File: config.mk
export PLATFORM = sky130hd
export DESIGN_NAME = playout_phase_tracker
export DESIGN_NICKNAME = d
export VERILOG_FILES = /design/src/sv/ppt_pkg.sv /design/src/sv/playout_phase_tracker.sv
export SDC_FILE = /design/constraint.sdc
export NUM_CORES = 2
export LEC_CHECK = 0
export BUFFER_PORTS_ARGS = -buffer_cell sky130_fd_sc_hd__clkbuf_2
export CELL_PAD_IN_SITES_DETAIL_PLACEMENT = 2
export CELL_PAD_IN_SITES_GLOBAL_PLACEMENT = 2
export CORE_ASPECT_RATIO = 1.5
export CORE_MARGIN = 3
export CORE_UTILIZATION = 42
export DETAILED_ROUTE_END_ITERATION = 8
export MAX_ROUTING_LAYER = met4
export PLACE_DENSITY_LB_ADDON = 0.12
export SYNTH_ARGS = -nofsm -noshare
export SYNTH_HDL_FRONTEND = slang
export SYNTH_SLANG_ARGS = --single-unit
File: constraint.sdc
create_clock -name clock -period 35 [get_ports clock]
set_input_delay 1.75 -clock clock [delete_from_list [all_inputs] [get_ports clock]]
set_output_delay 1.75 -clock clock [all_outputs]
set_load 0.1 [all_outputs]
File: src/sv/ppt_pkg.sv
package ppt_pkg;

   typedef enum logic [1:0] {
      OP_PACKET       = 2'd0,
      OP_PLAYED       = 2'd1,
      OP_STREAM_RESET = 2'd2,
      OP_QUERY        = 2'd3
   } op_type;

   // configuration register indexes
   localparam logic CSR_WINDOW_LENGTH = 1'b0;
   localparam logic CSR_TARGET_DEPTH  = 1'b1;

   localparam logic [31:0] WINDOW_LENGTH_RESET = 32'd1000000;
   localparam logic [31:0] TARGET_DEPTH_RESET  = 32'd0;

   localparam int REQ_DATA_W = 192;
   localparam int RSP_DATA_W = 96;

endpackage

File: src/sv/playout_phase_tracker.sv
// Playout phase tracker. Each transaction on the req_ side is one event (packet, played,
// stream reset or query, selected by req_tuser) and gives exactly one transaction on the
// rsp_ side with the break flag, the break total, the read position and the signed phase
// error. The block is a three-register pipeline: an input register, the tracker state
// (updated in the cycle an event leaves the input register), and the result register.
// One event is taken every clock cycle while no result waits. A waiting result stalls
// the pipeline but empty stages are filled first, so up to two more events are taken
// while a result waits before req_tready drops. Configuration is to be written through
// csr_ only while no event is in flight; the block itself does not enforce this.
module playout_phase_tracker
   import ppt_pkg::*;
(
   input  logic                  clock,
   input  logic                  reset,

   input  logic                  req_tvalid,
   output logic                  req_tready,
   // rtp_stamp[31:0], frame_count[47:32], arrival_time[79:48], time_us[143:80],
   // held_frames[159:144], local_clock[191:160]
   input  logic [REQ_DATA_W-1:0] req_tdata,
   // op[1:0]
   input  logic [1:0]            req_tuser,

   output logic                  rsp_tvalid,
   input  logic                  rsp_tready,
   // break_count[31:0], play_position[63:32], phase_error[95:64]
   output logic [RSP_DATA_W-1:0] rsp_tdata,
   // timeline_break[0], position_valid[1], error_valid[2]
   output logic [2:0]            rsp_tuser,

   input  logic                  csr_we,
   input  logic                  csr_index,
   input  logic [31:0]           csr_wdata
);

   // configuration
   logic [31:0] window_length_ff;
   logic [31:0] target_depth_ff;

   always_ff @(posedge clock) begin
      if (reset) begin
         window_length_ff <= WINDOW_LENGTH_RESET;
         target_depth_ff  <= TARGET_DEPTH_RESET;
      end else if (csr_we) begin
         unique case (csr_index)
            CSR_WINDOW_LENGTH: window_length_ff <= csr_wdata;
            CSR_TARGET_DEPTH:  target_depth_ff  <= csr_wdata;
            default: ;
         endcase
      end
   end

   // handshake / pipeline moves
   logic in_valid_ff;
   logic s2_valid_ff;
   logic rsp_valid_ff;
   logic ready3;
   logic ready2;
   logic move12;
   logic move23;

   assign ready3     = !rsp_valid_ff || rsp_tready;
   assign move23     = s2_valid_ff && ready3;
   assign ready2     = !s2_valid_ff || ready3;
   assign move12     = in_valid_ff && ready2;
   assign req_tready = !in_valid_ff || ready2;
   assign rsp_tvalid = rsp_valid_ff;

   // input register
   op_type      op_ff;
   logic [31:0] stamp_ff;
   logic [15:0] frames_ff;
   logic [31:0] arrival_ff;
   logic [63:0] now_ff;
   logic [15:0] held_ff;
   logic [31:0] clk_ff;

   always_ff @(posedge clock) begin
      if (reset) begin
         in_valid_ff <= 1'b0;
      end else if (req_tready) begin
         in_valid_ff <= req_tvalid;
      end
   end

   always_ff @(posedge clock) begin
      if (req_tready && req_tvalid) begin
         op_ff      <= op_type'(req_tuser);
         stamp_ff   <= req_tdata[31:0];
         frames_ff  <= req_tdata[47:32];
         arrival_ff <= req_tdata[79:48];
         now_ff     <= req_tdata[143:80];
         held_ff    <= req_tdata[159:144];
         clk_ff     <= req_tdata[191:160];
      end
   end

   // tracker state
   logic [31:0] next_stamp_ff,   next_stamp_in;
   logic        ns_known_ff,     ns_known_in;
   logic [31:0] break_total_ff,  break_total_in;
   logic [15:0] settling_ff,     settling_in;
   logic [31:0] origin_ff,       origin_in;
   logic        origin_known_ff, origin_known_in;
   logic [31:0] cur_min_ff,      cur_min_in;
   logic        cur_known_ff,    cur_known_in;
   logic [31:0] prev_min_ff,     prev_min_in;
   logic        prev_known_ff,   prev_known_in;
   logic [63:0] win_start_ff,    win_start_in;

   logic        is_pkt;
   logic        brk;
   logic [31:0] delay;
   logic [31:0] rel;
   logic [63:0] elapsed;
   logic        roll;
   logic        cur_known_eff;

   always_comb begin
      next_stamp_in   = next_stamp_ff;
      ns_known_in     = ns_known_ff;
      break_total_in  = break_total_ff;
      settling_in     = settling_ff;
      origin_in       = origin_ff;
      origin_known_in = origin_known_ff;
      cur_min_in      = cur_min_ff;
      cur_known_in    = cur_known_ff;
      prev_min_in     = prev_min_ff;
      prev_known_in   = prev_known_ff;
      win_start_in    = win_start_ff;

      is_pkt        = (op_ff == OP_PACKET) && (frames_ff != 16'd0);
      brk           = is_pkt && ns_known_ff && (stamp_ff != next_stamp_ff);
      delay         = arrival_ff - stamp_ff;
      rel           = delay - origin_ff;
      elapsed       = now_ff - win_start_ff;
      roll          = elapsed >= {32'd0, window_length_ff};
      cur_known_eff = cur_known_ff && !roll;

      unique case (op_ff)
         OP_PACKET: begin
            if (is_pkt) begin
               if (brk) begin
                  break_total_in = break_total_ff + 32'd1;
                  settling_in    = held_ff;
               end
               next_stamp_in = stamp_ff + {16'd0, frames_ff};
               ns_known_in   = 1'b1;
               if (brk || !origin_known_ff) begin
                  // timeline (re)start: both windows restart from this delay
                  origin_in       = delay;
                  origin_known_in = 1'b1;
                  cur_min_in      = 32'd0;
                  cur_known_in    = 1'b1;
                  prev_min_in     = 32'd0;
                  prev_known_in   = 1'b0;
                  win_start_in    = now_ff;
               end else begin
                  if (roll) begin
                     prev_min_in   = cur_min_ff;
                     prev_known_in = cur_known_ff;
                     win_start_in  = now_ff;
                  end
                  if (!cur_known_eff || ($signed(rel) < $signed(cur_min_ff))) begin
                     cur_min_in   = rel;
                     cur_known_in = 1'b1;
                  end else begin
                     cur_known_in = cur_known_eff;
                  end
               end
            end
         end
         OP_PLAYED: begin
            settling_in = (settling_ff > frames_ff) ? settling_ff - frames_ff : 16'd0;
         end
         OP_STREAM_RESET: begin
            next_stamp_in   = 32'd0;
            ns_known_in     = 1'b0;
            settling_in     = 16'd0;
            origin_in       = 32'd0;
            origin_known_in = 1'b0;
            cur_min_in      = 32'd0;
            cur_known_in    = 1'b0;
            prev_min_in     = 32'd0;
            prev_known_in   = 1'b0;
            win_start_in    = 64'd0;
         end
         OP_QUERY: ;
         default: ;
      endcase
   end

   always_ff @(posedge clock) begin
      if (reset) begin
         next_stamp_ff   <= '0;
         ns_known_ff     <= 1'b0;
         break_total_ff  <= '0;
         settling_ff     <= '0;
         origin_ff       <= '0;
         origin_known_ff <= 1'b0;
         cur_min_ff      <= '0;
         cur_known_ff    <= 1'b0;
         prev_min_ff     <= '0;
         prev_known_ff   <= 1'b0;
         win_start_ff    <= '0;
      end else if (move12) begin
         next_stamp_ff   <= next_stamp_in;
         ns_known_ff     <= ns_known_in;
         break_total_ff  <= break_total_in;
         settling_ff     <= settling_in;
         origin_ff       <= origin_in;
         origin_known_ff <= origin_known_in;
         cur_min_ff      <= cur_min_in;
         cur_known_ff    <= cur_known_in;
         prev_min_ff     <= prev_min_in;
         prev_known_ff   <= prev_known_in;
         win_start_ff    <= win_start_in;
      end
   end

   // per-event values carried beside the state; the state holds this event's
   // result until the event moves on, since the next update shares that edge
   logic        s2_break_ff;
   logic [15:0] s2_held_ff;
   logic [31:0] s2_clk_ff;

   always_ff @(posedge clock) begin
      if (reset) begin
         s2_valid_ff <= 1'b0;
      end else if (ready2) begin
         s2_valid_ff <= in_valid_ff;
      end
   end

   always_ff @(posedge clock) begin
      if (move12) begin
         s2_break_ff <= brk;
         s2_held_ff  <= held_ff;
         s2_clk_ff   <= clk_ff;
      end
   end

   // result
   logic        pos_ok;
   logic [31:0] position;
   logic        use_prev;
   logic [31:0] least_rel;
   logic        least_ok;
   logic [31:0] least;
   logic        err_ok;
   logic [31:0] err;

   always_comb begin
      pos_ok    = ns_known_ff && (settling_ff == 16'd0);
      position  = next_stamp_ff - {16'd0, s2_held_ff};
      use_prev  = prev_known_ff &&
                  (!cur_known_ff || ($signed(prev_min_ff) < $signed(cur_min_ff)));
      least_rel = use_prev ? prev_min_ff : cur_min_ff;
      least_ok  = origin_known_ff && (cur_known_ff || prev_known_ff);
      least     = origin_ff + least_rel;
      err_ok    = pos_ok && least_ok;
      err       = s2_clk_ff - position - least - target_depth_ff;
   end

   logic        rsp_break_ff;
   logic [31:0] rsp_count_ff;
   logic        rsp_pos_ok_ff;
   logic [31:0] rsp_position_ff;
   logic        rsp_err_ok_ff;
   logic [31:0] rsp_err_ff;

   always_ff @(posedge clock) begin
      if (reset) begin
         rsp_valid_ff <= 1'b0;
      end else if (ready3) begin
         rsp_valid_ff <= s2_valid_ff;
      end
   end

   always_ff @(posedge clock) begin
      if (move23) begin
         rsp_break_ff    <= s2_break_ff;
         rsp_count_ff    <= break_total_ff;
         rsp_pos_ok_ff   <= pos_ok;
         rsp_position_ff <= pos_ok ? position : 32'd0;
         rsp_err_ok_ff   <= err_ok;
         rsp_err_ff      <= err_ok ? err : 32'd0;
      end
   end

   assign rsp_tdata = {rsp_err_ff, rsp_position_ff, rsp_count_ff};
   assign rsp_tuser = {rsp_err_ok_ff, rsp_pos_ok_ff, rsp_break_ff};

endmodule

== Yosys cells after proc, flatten, opt, wreduce, memory -nomap -nowiden ==
Index checks and enable logic that the tools add are counted.
Operators by class
  $add $sub $neg: 11
  bitwise gates (word level): 1
  $lt $le $gt $ge: 4
  equality and inequality tests: 8
  reduce and logical (&&, ||, !) cells: 38
  multiplexer cells: 35
Operators with widths (count)
  32-bit 2-to-1 mux: 10
  32-bit one-hot mux with 2 select lines: 4
  64-bit 2-to-1 mux: 3
  32-bit subtractor: 5
  64-bit one-hot mux with 2 select lines: 1
  64-bit by 32-bit greater-or-equal comparator with 1-bit output: 1
  32-bit less-than comparator: 2
  64-bit subtractor: 1
  16-bit 2-to-1 mux: 3
  16-bit one-hot mux with 3 select lines: 1
  32-bit by 1-bit adder with 32-bit output (second input constant): 1
  32-bit by 16-bit adder with 32-bit output: 1
  32-bit adder: 1
  32-bit inequality test: 1
  32-bit by 16-bit subtractor with 32-bit output: 1
  4-bit AND reduction: 5
  16-bit > comparator: 1
  16-bit logical NOT: 1
  16-bit nonzero test: 1
  16-bit subtractor: 1
  1-bit logical AND: 11
  1-bit 2-to-1 mux: 9
  1-bit one-hot mux with 2 select lines: 4
  1-bit logical NOT: 7
  other kinds (13): 21
Word-level totals
  flip-flop bits (word level): 653
  output and inout port bits: 101
  input bits: 232
  word-level logic and storage cells: 129

== Depth between registers and ports, before layout ==
  depth in word-level cells: 10
  mapped depth: 36

== Worst setup path before layout ==
No wires, ideal clock.
  path type: input port to flip-flop
  from: input port rsp_tready
  to: register arrival_ff[0] (enable)
  library setup time: 0.864 ns
  slack: 22.646 ns
  cell stages on the path: 2
  arrival: 11.489 ns
  data required time: 34.136 ns
  path buffers: 0
  cells stage by stage: nor2b_1 > a31oi_1
On the way
  cells in the longest elaborated chain, start to end: 4
Ends and longest elaborated chain
  start: declaration: RTL line playout_phase_tracker.sv:25  | input logic rsp_tready,
  1-bit logical OR: RTL line playout_phase_tracker.sv:62  | assign ready3 = !rsp_valid_ff || rsp_tready;
  1-bit logical OR: RTL line playout_phase_tracker.sv:64  | assign ready2 = !s2_valid_ff || ready3;
  1-bit logical OR: RTL line playout_phase_tracker.sv:66  | assign req_tready = !in_valid_ff || ready2;
  1-bit logical AND: RTL line playout_phase_tracker.sv:87  | if (req_tready && req_tvalid) begin
  end signal: assignment: RTL line playout_phase_tracker.sv:91  | arrival_ff <= req_tdata[79:48];
  end: declaration: RTL line playout_phase_tracker.sv:73  | logic [31:0] arrival_ff;
Every way passes these cells.
A chain may end at the register's enable or synchronous reset.

== Worst setup path in the final report ==
  from: register cur_min_ff[1]
  to: register rsp_err_ff[30] (data pin)
On the way
  cells in the longest elaborated chain, start to end: 7
Ends and longest elaborated chain
  start: declaration: RTL line playout_phase_tracker.sv:105  | logic [31:0] cur_min_ff, cur_min_in;
  start signal: assignment: RTL line playout_phase_tracker.sv:213  | cur_min_ff <= cur_min_in;
  32-bit less-than comparator: RTL line playout_phase_tracker.sv:257  | (!cur_known_ff || ($signed(prev_min_ff) < $signed(cur_min_ff)));
  1-bit logical OR: RTL line playout_phase_tracker.sv:257
  1-bit logical AND: RTL line playout_phase_tracker.sv:256  | use_prev = prev_known_ff &&
  32-bit 2-to-1 mux *: RTL line playout_phase_tracker.sv:258  | least_rel = use_prev ? prev_min_ff : cur_min_ff;
  32-bit adder *: RTL line playout_phase_tracker.sv:260  | least = origin_ff + least_rel;
  32-bit subtractor * (2 in a row): RTL line playout_phase_tracker.sv:262  | err = s2_clk_ff - position - least - target_depth_ff;
  end signal: assignment: RTL line playout_phase_tracker.sv:287  | rsp_err_ff <= err_ok ? err : 32'd0;
  end: declaration: RTL line playout_phase_tracker.sv:270  | logic [31:0] rsp_err_ff;
Mark *: on every way between the ends. The rest lies on a longest branch, timed or not.

==> summary.txt <==
Power
  • Sw Ratio: 35.79%
  • LEAKAGE: 17.73 nW
  • Cell-internal power: 1.615 mW
  • PwrDens: 57.63 nW/µm²
  • Reg power frac: 34.9%
  • Combinational share of power: 33.8%
  • Max VDD drop: 0.00004227 V
  • P_sw: 900.2 µW
  • Clock share of power: 31.3%

Timing
  • Hold Slack: 416.1 ps
  • Aggregate negative setup slack: 0 ps
  • Final count of hold timing violations: 0
  • Final period util: 26.20%
  • Fin crit period: 9171 ps
  • Fmax achieved: 0.1090 GHz
  • Final slew viol count: 0
  • Final Setup Violations: 0
  • Slew margin rel.: 17.84%
  • PnR worst setup slack: 25830 ps
  • Worst-Margin Slew: 1232 ps
  • Max Clock Skew: 24.22 ps
  • RSZ-0062 raised after global routing: no

Placed design
  • Pre-CTS WS: 25860 ps
  • Routability Congestion: 0.9636
  • Port Buffer Count: 332
  • Hpwl dp: 107.6 mm

Route
  • Via count: 31110
  • WL per Instance: 25.11 µm
  • Post-route DRC: 0
  • DRT antenna net count: 0
  • Vias per cell: 5.676
  • WL final: 137.7 mm
  • DR pass1 iterations: 5
  • Initial DRC count: 1415

Worst setup path
  • Setup crit end kind: flop
  • Worst Setup Start Kind: flop
  • Critical path type: reg -> reg
  • CP max-delay cell: nor3_1
  • Required time worst endpoint: 35380 ps
  • Worst EP arrival: 9550 ps
  • Delay of the slowest critical-path stage: 580 ps
  • FF-to-FF setup slack: 25830 ps
  • Worst-path fanout max: 49

Global route
  • Largest net degree at the start of global routing: 148
  • Vias in the first global route: 34940
  • Global-route wire length before repair: 208.3 mm
  • Remaining Overflow, GRT: 0
  • Initial antenna violation count: 7
  • Total GRT Usage: 29.61%

Job
  • Max-cap violation count: 0

Floorplanning
  • Die X: 252.8 µm
  • Chip Height: 376.2 µm
  • Die ar.: 95120 µm²
  • Core area: 90540 µm²
  • Io pins: 333
  • Std-Cell Rows: 135
  • Initial Util: 42.39%

Yosys
  • Synthesized cell area: 38380 µm²
  • Mapped Cells: 3951
  • Synth area leaders: edfxtp_1 (27%), dfxtp_1 (16%), ha_1 (10%)
  • YS warnings: 0
  • Synth area leader: edfxtp_1
  • Seq/Total Area, Yosys: 42.98%
  • Synth Register Bits: 653
  • Syn nets: 4588
  • Asr flop ratio synth: 0%
  • Area fraction of the dominant cell type after synthesis: 26.76%
  • Syn avg cell area: 9.714 µm²
  • Top_reg_cell synth: edfxtp_1
  • Synth cell types: 77
  • EDFF count, synth: 342

Clocking
  • Root buf cell: clkbuf_16
  • H-tree Lvls: 3
  • CTS Sinks: 653
  • Worst-Skew Late Latency: 660 ps
  • TritonCTS clock tree: yes
  • Clock transition at path regs: 60 ps
  • Post-CTS setup buffer count: 0
  • Max Root-Sink Buffers: 3
  • CTS Hold Bufs: 0
  • Total CTS buffers: 72
  • Post-CTS Resized: 0

Layout
  • Fraction of layout cells with a size suffix above 1: 11.83%
  • NumNets Final: 4889
  • P&R area growth vs syn: 13.71%

Worst hold path
  • HP Class: reg -> reg

Outcome
  • Outcome: completed
-- stage by stage --
step / area [µm²] / total power [mW] / std cells / util, %
finish: 43650 / 2.515 / 5481 / 48.21
global route: 43650 / 2.662 / 5481 / 48.21
CTS: 43630 / 2.540 / 5476 / 48.19
detailed placement: 41240 / 1.734 / 5342 / 45.55
global placement: 41240 / 1.688 / 5342 / 45.55
floorplan: 38380 / 1.473 / 3951 / -
-- layer usage --
layer	vias up	GRT usage (%)	part of all wire [%]
met5	-	-	0
li1	14460	-	-
met4	0	14.67	5.2
met1	15740	31.43	38
met2	637	54.39	53
met3	269	3.203	3.3
-- final timing paths --
| path | from | endpoint | depth (start not counted) |
|---|---|---|---|
| max | cur_min_ff[1]$_SDFFE_PP0P_ | rsp_err_ff[30]$_SDFFCE_PN0P_ | 33 |
| min | clk_ff[8]$_DFFE_PP_ | s2_clk_ff[8]$_DFFE_PP_ | 0 |
| max reg2reg | cur_min_ff[1]$_SDFFE_PP0P_ | rsp_err_ff[30]$_SDFFCE_PN0P_ | 33 |
| min reg2reg | clk_ff[8]$_DFFE_PP_ | s2_clk_ff[8]$_DFFE_PP_ | 0 |
-- flip-flops by register name, indices dropped and copies added (netlist names), 32 cells and up --
name / cells
s2_clk_ff: 32
cur_min_ff: 32
prev_min_ff: 32
origin_ff: 32
break_total_ff: 32
window_length_ff: 32
arrival_ff: 32
win_start_ff: 64
rsp_position_ff: 32
next_stamp_ff: 32
rsp_err_ff: 32
now_ff: 64
target_depth_ff: 32
clk_ff: 32
stamp_ff: 32
rsp_count_ff: 32
-- final cells by class --
type	count	area [µm²]
multi-input combinational	2769	19910
fill	9674	46890
clock buffer	91	1954
antenna	5	12.51
inverter	395	1483
sequential	653	16500
clock inverter	43	435.4
timing repair buffer	361	1898
tap	1164	1456
-- cells in the final DEF (no fill, tap or decap), drive strengths merged, types with 107 or more instances in the layout --
master / Yosys / final
xnor2: 140 / 140
edfxtp: 342 / 342
a21oi: 299 / 299
inv: 395 / 397
dfxtp: 311 / 311
nand2: 361 / 361
ha: 306 / 306
clkbuf: 110 / 422
nor2: 267 / 267
xor2: 107 / 107
o21ai: 216 / 216
-- synthesized netlist by cell type (36+ instances only) --
cell	n
nand2_1	361
nor2_1	266
and2_1	36
fa_1	99
mux2i_1	40
inv_1	395
a22o_1	64
o21ai_0	213
a21o_1	90
nand4_1	55
ha_1	306
a21oi_1	299
edfxtp_1	342
xnor2_1	140
nor2b_1	49
nor3_1	63
dfxtp_1	311
xor2_1	107
nand2b_1	98
nand3_1	78
clkbuf_1	110
-- power by group through the flow --
| stage | Clock, mW | Combinational [mW] | Sequential, mW |
|---|---|---|---|
| 3_5_place_dp | 0 | 0.841 | 0.893 |
| 3_3_place_gp | 0 | 0.797 | 0.891 |
| 2_1_floorplan | 0 | 0.570 | 0.902 |
| 4_1_cts | 0.810 | 0.853 | 0.877 |
| 5_1_grt | 0.836 | 0.945 | 0.880 |
| 6_report | 0.788 | 0.851 | 0.877 |
-- cells by family after synthesis --
logic type      Yosys count  share of synthesized area (%)
simple gates           1140                          14.27
compound gates          934                          15.48
flops                   653                          42.98
buf+inv                 529                          5.363
fa+ha+maj               405                          15.14
xor+xnor                247                          5.636
mux                      43                          1.131
-- worst max-delay path: cells and delay by family, from the launching register on --
family,cells,cell delay [ps]
AO/OA/AOI/OAI,17,3870
adder cells (fa/ha/maj),6,2320
buffers and inverters,3,690
flip-flops,1,350
multiplexers,1,430
AND/OR/NAND/NOR,6,1190
No activity file was read; power rests on OpenSTA's default activity.
